`config.mk`:
```
export PLATFORM = sky130hd
export DESIGN_NAME = latest_frame_slot_manager
export DESIGN_NICKNAME = d
export VERILOG_FILES = /design/src/lfsm_pkg.sv /design/src/lfsm_datapath.sv /design/src/lfsm_ctrl.sv /design/src/latest_frame_slot_manager.sv
export SDC_FILE = /design/constraint.sdc
export NUM_CORES = 2
export LEC_CHECK = 0
export BUFFER_PORTS_ARGS = -buffer_cell sky130_fd_sc_hd__buf_2
export CAP_MARGIN = 20
export CELL_PAD_IN_SITES_DETAIL_PLACEMENT = 0
export CELL_PAD_IN_SITES_GLOBAL_PLACEMENT = 2
export CORE_MARGIN = 10
export CORE_UTILIZATION = 39
export DETAILED_ROUTE_END_ITERATION = 10
export PLACE_DENSITY = 0.77
export SLEW_MARGIN = 40
export SYNTH_ARGS = -nofsm -noshare
export SYNTH_HDL_FRONTEND = slang
export SYNTH_HIERARCHICAL = 1
export SYNTH_SLANG_ARGS = --single-unit
```
`constraint.sdc`:
```
create_clock -name clk -period 12.2 [get_ports clk]
set_input_delay 1.22 -clock clk [delete_from_list [all_inputs] [get_ports clk]]
set_output_delay 1.22 -clock clk [all_outputs]
set_load 0.02 [all_outputs]
```
`src/lfsm_pkg.sv`:
```
`default_nettype none
// ---------------------------------------------------------------------------
// lfsm_pkg
// Shared types and codes for the latest-frame slot manager.
// ---------------------------------------------------------------------------
package lfsm_pkg;

    localparam int SLOTS_DEFAULT = 4;
    localparam int SLOT_IDX_W    = 3;

    typedef enum logic [2:0] {
        OP_CLAIM   = 3'd0,
        OP_PUBLISH = 3'd1,
        OP_ABANDON = 3'd2,
        OP_ACQUIRE = 3'd3,
        OP_RELEASE = 3'd4,
        OP_READ    = 3'd5,
        OP_RSVD6   = 3'd6,
        OP_RSVD7   = 3'd7
    } op_t;

    typedef enum logic [1:0] {
        ST_FREE    = 2'd0,
        ST_WRITING = 2'd1,
        ST_READY   = 2'd2,
        ST_READING = 2'd3
    } slot_state_t;

    localparam logic [2:0] STS_OK        = 3'd0;
    localparam logic [2:0] STS_OVERWRITE = 3'd1;
    localparam logic [2:0] STS_NO_SLOT   = 3'd2;
    localparam logic [2:0] STS_INVALID   = 3'd3;
    localparam logic [2:0] STS_NONE      = 3'd4;

    localparam logic [3:0] SEL_OVERWRITTEN = 4'd0;
    localparam logic [3:0] SEL_NO_SLOT     = 4'd1;
    localparam logic [3:0] SEL_INVALID     = 4'd2;
    localparam logic [3:0] SEL_PRODUCED    = 4'd3;
    localparam logic [3:0] SEL_SKIPPED     = 4'd4;
    localparam logic [3:0] SEL_ACQUIRED    = 4'd5;
    localparam logic [3:0] SEL_CNT_FREE    = 4'd6;
    localparam logic [3:0] SEL_CNT_WRITING = 4'd7;
    localparam logic [3:0] SEL_CNT_READY   = 4'd8;
    localparam logic [3:0] SEL_CNT_READING = 4'd9;

    typedef enum logic [2:0] {
        C_IDLE,
        C_SCAN,
        C_EXEC,
        C_OUT
    } ctrl_state_t;

    // controller -> datapath
    typedef struct packed {
        logic load;       // capture the request beat
        logic scan_clear; // reset the search
        logic scan_step;  // examine one slot
        logic exec;       // commit the request
    } dp_cmd_t;

    // datapath -> controller
    typedef struct packed {
        logic scan_last;
    } dp_sts_t;

endpackage
`default_nettype wire

```
`src/lfsm_datapath.sv`:
```
`default_nettype none
// ---------------------------------------------------------------------------
// lfsm_datapath
// Slot tables, serial slot search, counters and result register.
// ---------------------------------------------------------------------------
module lfsm_datapath #(
    parameter int SLOTS = lfsm_pkg::SLOTS_DEFAULT
) (
    input  wire logic                            clk,
    input  wire logic                            rst_n,
    input  wire lfsm_pkg::dp_cmd_t               cmd,
    output lfsm_pkg::dp_sts_t                    sts,
    input  wire logic [2:0]                      op,
    input  wire logic [2:0]                      slot,
    input  wire logic [31:0]                     generation_in,
    input  wire logic [31:0]                     frame_sequence,
    input  wire logic [63:0]                     frame_time_ns,
    input  wire logic [3:0]                      counter_select,
    output logic [2:0]                           status,
    output logic [2:0]                           slot_out,
    output logic [31:0]                          generation_out,
    output logic [31:0]                          sequence_out,
    output logic [63:0]                          time_out_ns,
    output logic [63:0]                          publish_number_out,
    output logic [2:0]                           skipped_now,
    output logic [31:0]                          counter_value
);
    import lfsm_pkg::*;

    localparam int IW = (SLOTS > 1) ? $clog2(SLOTS) : 1;
    localparam int CW = $clog2(SLOTS + 1);

    slot_state_t       st_reg [SLOTS];
    logic [31:0]       gen_reg [SLOTS];
    logic [31:0]       seq_mem [SLOTS];
    logic [63:0]       time_mem [SLOTS];
    logic [63:0]       pub_reg [SLOTS];
    logic [63:0]       last_pub_reg;
    logic [31:0]       cnt_reg [6];

    op_t               op_reg;
    logic [2:0]        slot_reg;
    logic [31:0]       gin_reg;
    logic [31:0]       seqin_reg;
    logic [63:0]       timein_reg;
    logic [3:0]        sel_reg;

    // serial search state
    logic [IW-1:0]     idx_reg;
    logic              free_hit_reg;
    logic [IW-1:0]     free_idx_reg;
    logic              old_hit_reg;
    logic [IW-1:0]     old_idx_reg;
    logic              new_hit_reg;
    logic [IW-1:0]     new_idx_reg;
    logic [CW-1:0]     nfree_reg, nwr_reg, nrdy_reg, nrdg_reg;

    assign sts.scan_last = (idx_reg == IW'(SLOTS - 1));

    always_ff @(posedge clk)
    begin
        if (cmd.load)
        begin
            op_reg     <= op_t'(op);
            slot_reg   <= slot;
            gin_reg    <= generation_in;
            seqin_reg  <= frame_sequence;
            timein_reg <= frame_time_ns;
            sel_reg    <= counter_select;
        end
    end

    // one slot per cycle
    always_ff @(posedge clk or negedge rst_n)
    begin
        if (!rst_n)
        begin
            idx_reg      <= '0;
            free_hit_reg <= 1'b0;
            free_idx_reg <= '0;
            old_hit_reg  <= 1'b0;
            old_idx_reg  <= '0;
            new_hit_reg  <= 1'b0;
            new_idx_reg  <= '0;
            nfree_reg    <= '0;
            nwr_reg      <= '0;
            nrdy_reg     <= '0;
            nrdg_reg     <= '0;
        end
        else if (cmd.scan_clear)
        begin
            idx_reg      <= '0;
            free_hit_reg <= 1'b0;
            old_hit_reg  <= 1'b0;
            new_hit_reg  <= 1'b0;
            nfree_reg    <= '0;
            nwr_reg      <= '0;
            nrdy_reg     <= '0;
            nrdg_reg     <= '0;
        end
        else if (cmd.scan_step)
        begin
            case (st_reg[idx_reg])
                ST_FREE:
                begin
                    nfree_reg <= nfree_reg + CW'(1);
                    if (!free_hit_reg)
                    begin
                        free_hit_reg <= 1'b1;
                        free_idx_reg <= idx_reg;
                    end
                end
                ST_WRITING: nwr_reg <= nwr_reg + CW'(1);
                ST_READY:
                begin
                    nrdy_reg <= nrdy_reg + CW'(1);
                    if (!old_hit_reg || pub_reg[idx_reg] < pub_reg[old_idx_reg])
                    begin
                        old_hit_reg <= 1'b1;
                        old_idx_reg <= idx_reg;
                    end
                    if (!new_hit_reg || pub_reg[idx_reg] > pub_reg[new_idx_reg])
                    begin
                        new_hit_reg <= 1'b1;
                        new_idx_reg <= idx_reg;
                    end
                end
                default: nrdg_reg <= nrdg_reg + CW'(1);
            endcase
            if (!sts.scan_last)
                idx_reg <= idx_reg + IW'(1);
        end
    end

    // commit decode
    logic          in_range;
    logic [IW-1:0] s_idx;
    logic [IW-1:0] claim_idx;
    logic          claim_ok;

    assign in_range  = ({29'd0, slot_reg} < 32'(SLOTS));
    assign s_idx     = in_range ? slot_reg[IW-1:0] : '0;
    assign claim_ok  = free_hit_reg || old_hit_reg;
    assign claim_idx = free_hit_reg ? free_idx_reg : old_idx_reg;

    logic [31:0] claim_gen;
    assign claim_gen = gen_reg[claim_idx] + 32'd1;

    always_ff @(posedge clk or negedge rst_n)
    begin
        if (!rst_n)
        begin
            for (int i = 0; i < SLOTS; i++)
            begin
                st_reg[i]  <= ST_FREE;
                gen_reg[i] <= '0;
                pub_reg[i] <= '0;
            end
            for (int k = 0; k < 6; k++)
                cnt_reg[k] <= '0;
            last_pub_reg <= '0;
        end
        else if (cmd.exec)
        begin
            unique case (op_reg)
                OP_CLAIM:
                begin
                    if (claim_ok)
                    begin
                        st_reg[claim_idx]  <= ST_WRITING;
                        gen_reg[claim_idx] <= claim_gen;
                        if (!free_hit_reg)
                            cnt_reg[0] <= cnt_reg[0] + 32'd1;
                    end
                    else
                        cnt_reg[1] <= cnt_reg[1] + 32'd1;
                end
                OP_PUBLISH:
                begin
                    if (!in_range || st_reg[s_idx] != ST_WRITING)
                        cnt_reg[2] <= cnt_reg[2] + 32'd1;
                    else
                    begin
                        last_pub_reg   <= last_pub_reg + 64'd1;
                        pub_reg[s_idx] <= last_pub_reg + 64'd1;
                        st_reg[s_idx]  <= ST_READY;
                        cnt_reg[3]     <= cnt_reg[3] + 32'd1;
                    end
                end
                OP_ABANDON:
                begin
                    if (!in_range || st_reg[s_idx] != ST_WRITING)
                        cnt_reg[2] <= cnt_reg[2] + 32'd1;
                    else
                        st_reg[s_idx] <= ST_FREE;
                end
                OP_ACQUIRE:
                begin
                    if (new_hit_reg)
                    begin
                        // newest ready slot goes to Reading, the rest are freed
                        for (int i = 0; i < SLOTS; i++)
                            if (st_reg[i] == ST_READY)
                                st_reg[i] <= (i == int'(new_idx_reg)) ? ST_READING
                                                                      : ST_FREE;
                        cnt_reg[4] <= cnt_reg[4] + 32'(nrdy_reg) - 32'd1;
                        cnt_reg[5] <= cnt_reg[5] + 32'd1;
                    end
                end
                OP_RELEASE:
                begin
                    if (!in_range || st_reg[s_idx] != ST_READING
                        || gen_reg[s_idx] != gin_reg)
                        cnt_reg[2] <= cnt_reg[2] + 32'd1;
                    else
                        st_reg[s_idx] <= ST_FREE;
                end
                default: ;
            endcase
        end
    end

    // payload stores, written on a good publish
    always_ff @(posedge clk)
    begin
        if (cmd.exec && op_reg == OP_PUBLISH && in_range && st_reg[s_idx] == ST_WRITING)
        begin
            seq_mem[s_idx]  <= seqin_reg;
            time_mem[s_idx] <= timein_reg;
        end
    end

    // result decode
    logic [2:0]  status_next;
    logic [2:0]  slot_out_next;
    logic [31:0] generation_out_next;
    logic [63:0] publish_number_out_next;
    logic [2:0]  skipped_now_next;
    logic [31:0] counter_value_next;

    always_comb
    begin
        status_next             = STS_OK;
        slot_out_next           = '0;
        generation_out_next     = '0;
        publish_number_out_next = '0;
        skipped_now_next        = '0;
        counter_value_next      = '0;
        unique case (op_reg) inside
            OP_CLAIM:
            begin
                if (claim_ok)
                begin
                    status_next         = free_hit_reg ? STS_OK : STS_OVERWRITE;
                    slot_out_next       = 3'(claim_idx);
                    generation_out_next = claim_gen;
                end
                else
                    status_next = STS_NO_SLOT;
            end
            OP_PUBLISH, OP_ABANDON:
                if (!in_range || st_reg[s_idx] != ST_WRITING)
                    status_next = STS_INVALID;
            OP_ACQUIRE:
            begin
                if (new_hit_reg)
                begin
                    slot_out_next           = 3'(new_idx_reg);
                    generation_out_next     = gen_reg[new_idx_reg];
                    publish_number_out_next = pub_reg[new_idx_reg];
                    skipped_now_next        = 3'(nrdy_reg - CW'(1));
                end
                else
                    status_next = STS_NONE;
            end
            OP_RELEASE:
                if (!in_range || st_reg[s_idx] != ST_READING
                    || gen_reg[s_idx] != gin_reg)
                    status_next = STS_INVALID;
            OP_READ:
            begin
                case (sel_reg)
                    SEL_OVERWRITTEN: counter_value_next = cnt_reg[0];
                    SEL_NO_SLOT:     counter_value_next = cnt_reg[1];
                    SEL_INVALID:     counter_value_next = cnt_reg[2];
                    SEL_PRODUCED:    counter_value_next = cnt_reg[3];
                    SEL_SKIPPED:     counter_value_next = cnt_reg[4];
                    SEL_ACQUIRED:    counter_value_next = cnt_reg[5];
                    SEL_CNT_FREE:    counter_value_next = 32'(nfree_reg);
                    SEL_CNT_WRITING: counter_value_next = 32'(nwr_reg);
                    SEL_CNT_READY:   counter_value_next = 32'(nrdy_reg);
                    SEL_CNT_READING: counter_value_next = 32'(nrdg_reg);
                    default:         counter_value_next = '0;
                endcase
            end
            default: status_next = STS_INVALID;
        endcase
    end

    // result register
    always_ff @(posedge clk)
    begin
        if (cmd.exec)
        begin
            status             <= status_next;
            slot_out           <= slot_out_next;
            generation_out     <= generation_out_next;
            publish_number_out <= publish_number_out_next;
            skipped_now        <= skipped_now_next;
            counter_value      <= counter_value_next;
        end
    end

    // stored payload of the acquired slot
    always_ff @(posedge clk)
    begin
        if (cmd.exec)
        begin
            if (op_reg == OP_ACQUIRE && new_hit_reg)
            begin
                sequence_out <= seq_mem[new_idx_reg];
                time_out_ns  <= time_mem[new_idx_reg];
            end
            else
            begin
                sequence_out <= '0;
                time_out_ns  <= '0;
            end
        end
    end

endmodule
`default_nettype wire

```
`src/lfsm_ctrl.sv`:
```
`default_nettype none
// ---------------------------------------------------------------------------
// lfsm_ctrl
// Sequencer: take a beat, scan the slots, commit, hold the result.
// ---------------------------------------------------------------------------
module lfsm_ctrl (
    input  wire logic              clk,
    input  wire logic              rst_n,
    input  wire logic              in_valid,
    output logic                   in_stall,
    output logic                   out_valid,
    input  wire logic              out_stall,
    output lfsm_pkg::dp_cmd_t      cmd,
    input  wire lfsm_pkg::dp_sts_t sts
);
    import lfsm_pkg::*;

    ctrl_state_t state_reg, state_next;

    always_ff @(posedge clk or negedge rst_n)
    begin
        if (!rst_n)
            state_reg <= C_IDLE;
        else
            state_reg <= state_next;
    end

    always_comb
    begin
        state_next = state_reg;
        unique case (state_reg)
            C_IDLE: if (in_valid) state_next = C_SCAN;
            C_SCAN: if (sts.scan_last) state_next = C_EXEC;
            C_EXEC: state_next = C_OUT;
            C_OUT:
            begin
                if (!out_stall)
                    state_next = in_valid ? C_SCAN : C_IDLE;
            end
            default: state_next = C_IDLE;
        endcase
    end

    always_comb
    begin
        cmd       = '0;
        in_stall  = 1'b1;
        out_valid = 1'b0;
        unique case (state_reg)
            C_IDLE:
            begin
                in_stall       = 1'b0;
                cmd.load       = in_valid;
                cmd.scan_clear = 1'b1;
            end
            C_SCAN: cmd.scan_step = 1'b1;
            C_EXEC: cmd.exec = 1'b1;
            C_OUT:
            begin
                out_valid      = 1'b1;
                in_stall       = out_stall;
                cmd.load       = !out_stall && in_valid;
                cmd.scan_clear = 1'b1;
            end
            default: ;
        endcase
    end

endmodule
`default_nettype wire

```
`src/latest_frame_slot_manager.sv`:
```
`default_nettype none
// ---------------------------------------------------------------------------
// latest_frame_slot_manager
// An accepted request beat is registered, then the serial slot scan examines
// one slot per cycle, then the request is committed and the result beat held.
// The next request is not taken until the result beat of the last one leaves.
// A new request is taken in the same cycle the result beat leaves.
// Reset (rst_n low, async): all slots Free, generations, publish numbers
// and counters zero; stored sequence and timestamp are left unset.
// ---------------------------------------------------------------------------
module latest_frame_slot_manager #(
    parameter int SLOTS = lfsm_pkg::SLOTS_DEFAULT
) (
    input  wire logic        clk,
    input  wire logic        rst_n,
    input  wire logic        in_valid,
    output logic             in_stall,
    input  wire logic [2:0]  op,
    input  wire logic [2:0]  slot,
    input  wire logic [31:0] generation_in,
    input  wire logic [31:0] frame_sequence,
    input  wire logic [63:0] frame_time_ns,
    input  wire logic [3:0]  counter_select,
    output logic             out_valid,
    input  wire logic        out_stall,
    output logic [2:0]       status,
    output logic [2:0]       slot_out,
    output logic [31:0]      generation_out,
    output logic [31:0]      sequence_out,
    output logic [63:0]      time_out_ns,
    output logic [63:0]      publish_number_out,
    output logic [2:0]       skipped_now,
    output logic [31:0]      counter_value
);
    import lfsm_pkg::*;

    dp_cmd_t cmd;
    dp_sts_t sts;

    // control: idle -> scan (one slot a cycle) -> commit -> result beat
    lfsm_ctrl u_ctrl (
        .clk       (clk),
        .rst_n     (rst_n),
        .in_valid  (in_valid),
        .in_stall  (in_stall),
        .out_valid (out_valid),
        .out_stall (out_stall),
        .cmd       (cmd),
        .sts       (sts)
    );

    // slot tables, search registers, counters and result register
    lfsm_datapath #(
        .SLOTS (SLOTS)
    ) u_dp (
        .clk                (clk),
        .rst_n              (rst_n),
        .cmd                (cmd),
        .sts                (sts),
        .op                 (op),
        .slot               (slot),
        .generation_in      (generation_in),
        .frame_sequence     (frame_sequence),
        .frame_time_ns      (frame_time_ns),
        .counter_select     (counter_select),
        .status             (status),
        .slot_out           (slot_out),
        .generation_out     (generation_out),
        .sequence_out       (sequence_out),
        .time_out_ns        (time_out_ns),
        .publish_number_out (publish_number_out),
        .skipped_now        (skipped_now),
        .counter_value      (counter_value)
    );

endmodule
`default_nettype wire
```
==> impl_metrics.toml <==
[grt]
track_usage = 0.192
antenna_found_initial = 15
grt_max_degree = 157
grt_overflow = 0
grt_pass1_wl_um = 286000
first_global_vias = 45300

[placement]
globalplace.congestion = 0.835
portBuffers = 375
place_inst = 7841
dp_hpwl_um = 123000
placed_area_um2 = 72600
detailedPlace.worstSlack_ns = 6.47

[worst_setup_path]
end_kind = "flop"
slowest_delay_ns = 0.91
critical_path_class = "flop to flop"
path_cells = "buf_12, buf_4, mux4_2, inv_1, ha_1, a21o_1, a21o_1, a21oi_1, o21ai_0, nand2_1, a31oi_1, a2111oi_1, o21ai_0, o21ai_0, mux2_2"
crit_buf_inv = 3
critPathSlowestCell = "dfrtp_4"
critical_path_required_ns = 12.88
arrival_ns = 6.08
path_common_cell = "o21ai_0"
cp_top_family = "compound AO/OA/AOI/OAI gates"
critPathLaunchType = "flop"
crit_fanout = 60

[floorplan]
die_area_um2 = 192000
rows = 153
die_y_um = 438
coreArea_um2 = 174000
io_pins = 377
die_x_um = 438
initial_utilization = 0.392

[final_layout]
finalNonFillerCells = 8142
fillCellCount = 15900
drive_gt1_frac = 0.190
nets = 6005
area_growth_pct = 14.6
layout_common_cells = "edfxtp_1, dfrtp_1, nand2_1"
post-route-cell-area_um2 = 78200
final_common_cell = "edfxtp_1"

[routing]
drt-pass1-iter-count = 5
drc = 0
via_per_inst = 5.40
vias = 44000
final_antenna_net_count = 0
post_drt_wl_per_cell_um = 22.9
drt_iter0_drc = 3392
wl_um = 187000

[yosys]
synthCells = 5374
ys_async_sr_fraction = 0.472
synth_area_per_cell_um2 = 12.7
synth_edf_count = 754
synth_nets = 5696
synth_top_cell_by_area = "edfxtp_1"
yosys.area.top_type_share = 0.332
ys.flop_type = "edfxtp_1"
synth_cell_types = 100
syn_area_um2 = 68200
yosysWarnings = 6
synth.ff_latch_count = 1427
ys_seq_area_frac = 0.579
synthTopCellsByArea = "edfxtp_1, dfrtp_1, mux4_2"

[power]
powerDensity_nw_per_um2 = 191
leakage_nw = 30.6
total_power_mw = 14.9
vdd_drop_max_mv = 0.144

[clock_network]
cts_tree = "built"
cts_max_path_buffers = 3
cts-resized-gates = 0
cts.htree.levels = 4
post-cts-setup-buffers = 0
cts_buffers = 160
root_buffer = "clkbuf_16"
clk_pin_slew_ns = 0.06
numClockSinks = 1427
holdBufCountCts = 0
clock_latency_ns = 0.82

[sta]
timing.final.ws_setup_ns = 6.80
hold_viol_final = 0
fin_crit_sh = 0.443
tightest_slew_ns = 0.855
skew_ns = 0.0577
slew_violations = 0
grt_setup_unrepaired = "false"
period_needed_ns = 5.40
finalSetupViolations = 0
slew_headroom = 0.430
fmax_mhz = 185
finalSetupTns_ns = 0

[status]
status = "complete, no violations"

[job]
drv_cap = 0

[hold_path]
min_path_type = "input pin to asynchronous set/reset pin"
==> final cells by class <==
type | count | area [um^2] | area share
Tap cell | 2325 | 2910 | 0.0372
Antenna cell | 5 | 12.5 | 0.000160
Timing Repair Buffer | 452 | 2780 | 0.0355
Inverter | 220 | 838 | 0.0107
Clock inverter | 80 | 1010 | 0.0129
Multi-Input combinational cell | 3422 | 26800 | 0.343
Clock buffer | 211 | 4340 | 0.0555
Sequential cell | 1427 | 39500 | 0.505
==> synthesized netlist by cell type, types with 7 or more instances <==
cell type  number
a211oi_1       27
a21o_1         54
a21oi_1       279
a22oi_1        94
a2bb2oi_1      15
a31oi_1        57
and2_1         29
and3_1        165
and4_1         21
buf_1          54
buf_2          26
buf_4          10
buf_6          14
clkbuf_1      199
dfrtp_1       673
edfxtp_1      754
ha_1          179
inv_1         219
mux2_2         18
mux2i_1        75
mux4_2        323
nand2_1       500
nand2b_1       15
nand3_1       106
nand4_1        74
nor2_1        448
nor2b_1        26
nor3_1         49
nor3b_1         8
nor4_1         15
o21a_1          7
o21ai_0       303
o21ai_1        13
o221ai_1       10
o22ai_1        17
o31ai_1         9
or2_2           7
xnor2_1       203
xor2_1        150
==> kinds of logic after synthesis <==
kind of cell | synth area share
AO/OA/AOI/OAI | 0.0843
XOR/XNOR | 0.0469
adder cells (fa/ha/maj) | 0.0331
buffers and inverters | 0.0318
flip-flops | 0.579
multiplexers | 0.122
other | 0.0000550
AND/OR/NAND/NOR | 0.103
==> metal layers <==
| layer | wire length (um) | global-route usage | vias up |
|---|---|---|---|
| met2 | 92100 | 0.321 | 1005 |
| met4 | 4920 | 0.0580 | 10 |
| met1 | 80800 | 0.255 | 22300 |
| li1 | - | - | 20400 |
| met3 | 8720 | 0.0334 | 255 |
| met5 | 69 | 0 | - |
==> power by group <==
group          leakage (nW)  switching, mW  internal [mW]
registers              16.3          0.456           5.80
logic                  11.7           2.41           1.42
clock network          2.58           2.04           2.79
total                  30.6           4.90           10.0
==> path summary, 6_finish.rpt <==
check | startpoint | end | slack, ns | depth (start not counted)
setup / recovery | u_dp/new_idx_reg[1] | u_dp/new_idx_reg[0] | 6.80 | 15
hold / removal | rst_n | u_dp/cnt_reg[142] | 0.38 | 1
setup reg to reg | u_dp/new_idx_reg[1] | u_dp/new_idx_reg[0] | 6.80 | 15
hold reg to reg | u_dp/timein_reg[14] | u_dp/time_mem[3][14] | 0.46 | 0
max in group asynchronous | rst_n | u_dp/gen_reg[78] | 9.79 | 4
min in group clk | u_dp/timein_reg[14] | u_dp/time_mem[3][14] | 0.46 | 0
==> per-stage QoR <==
| step | util | hold slack (ns) |
|---|---|---|
| finish | 0.449 | 0.376 |
| floorplan | - | 0.442 |
| global placement | 0.416 | 0.459 |
| CTS | 0.448 | 0.355 |
| detailed placement | 0.417 | 0.465 |
| global route | 0.449 | 0.383 |
Note: power is estimated with default switching activity, not from simulation.
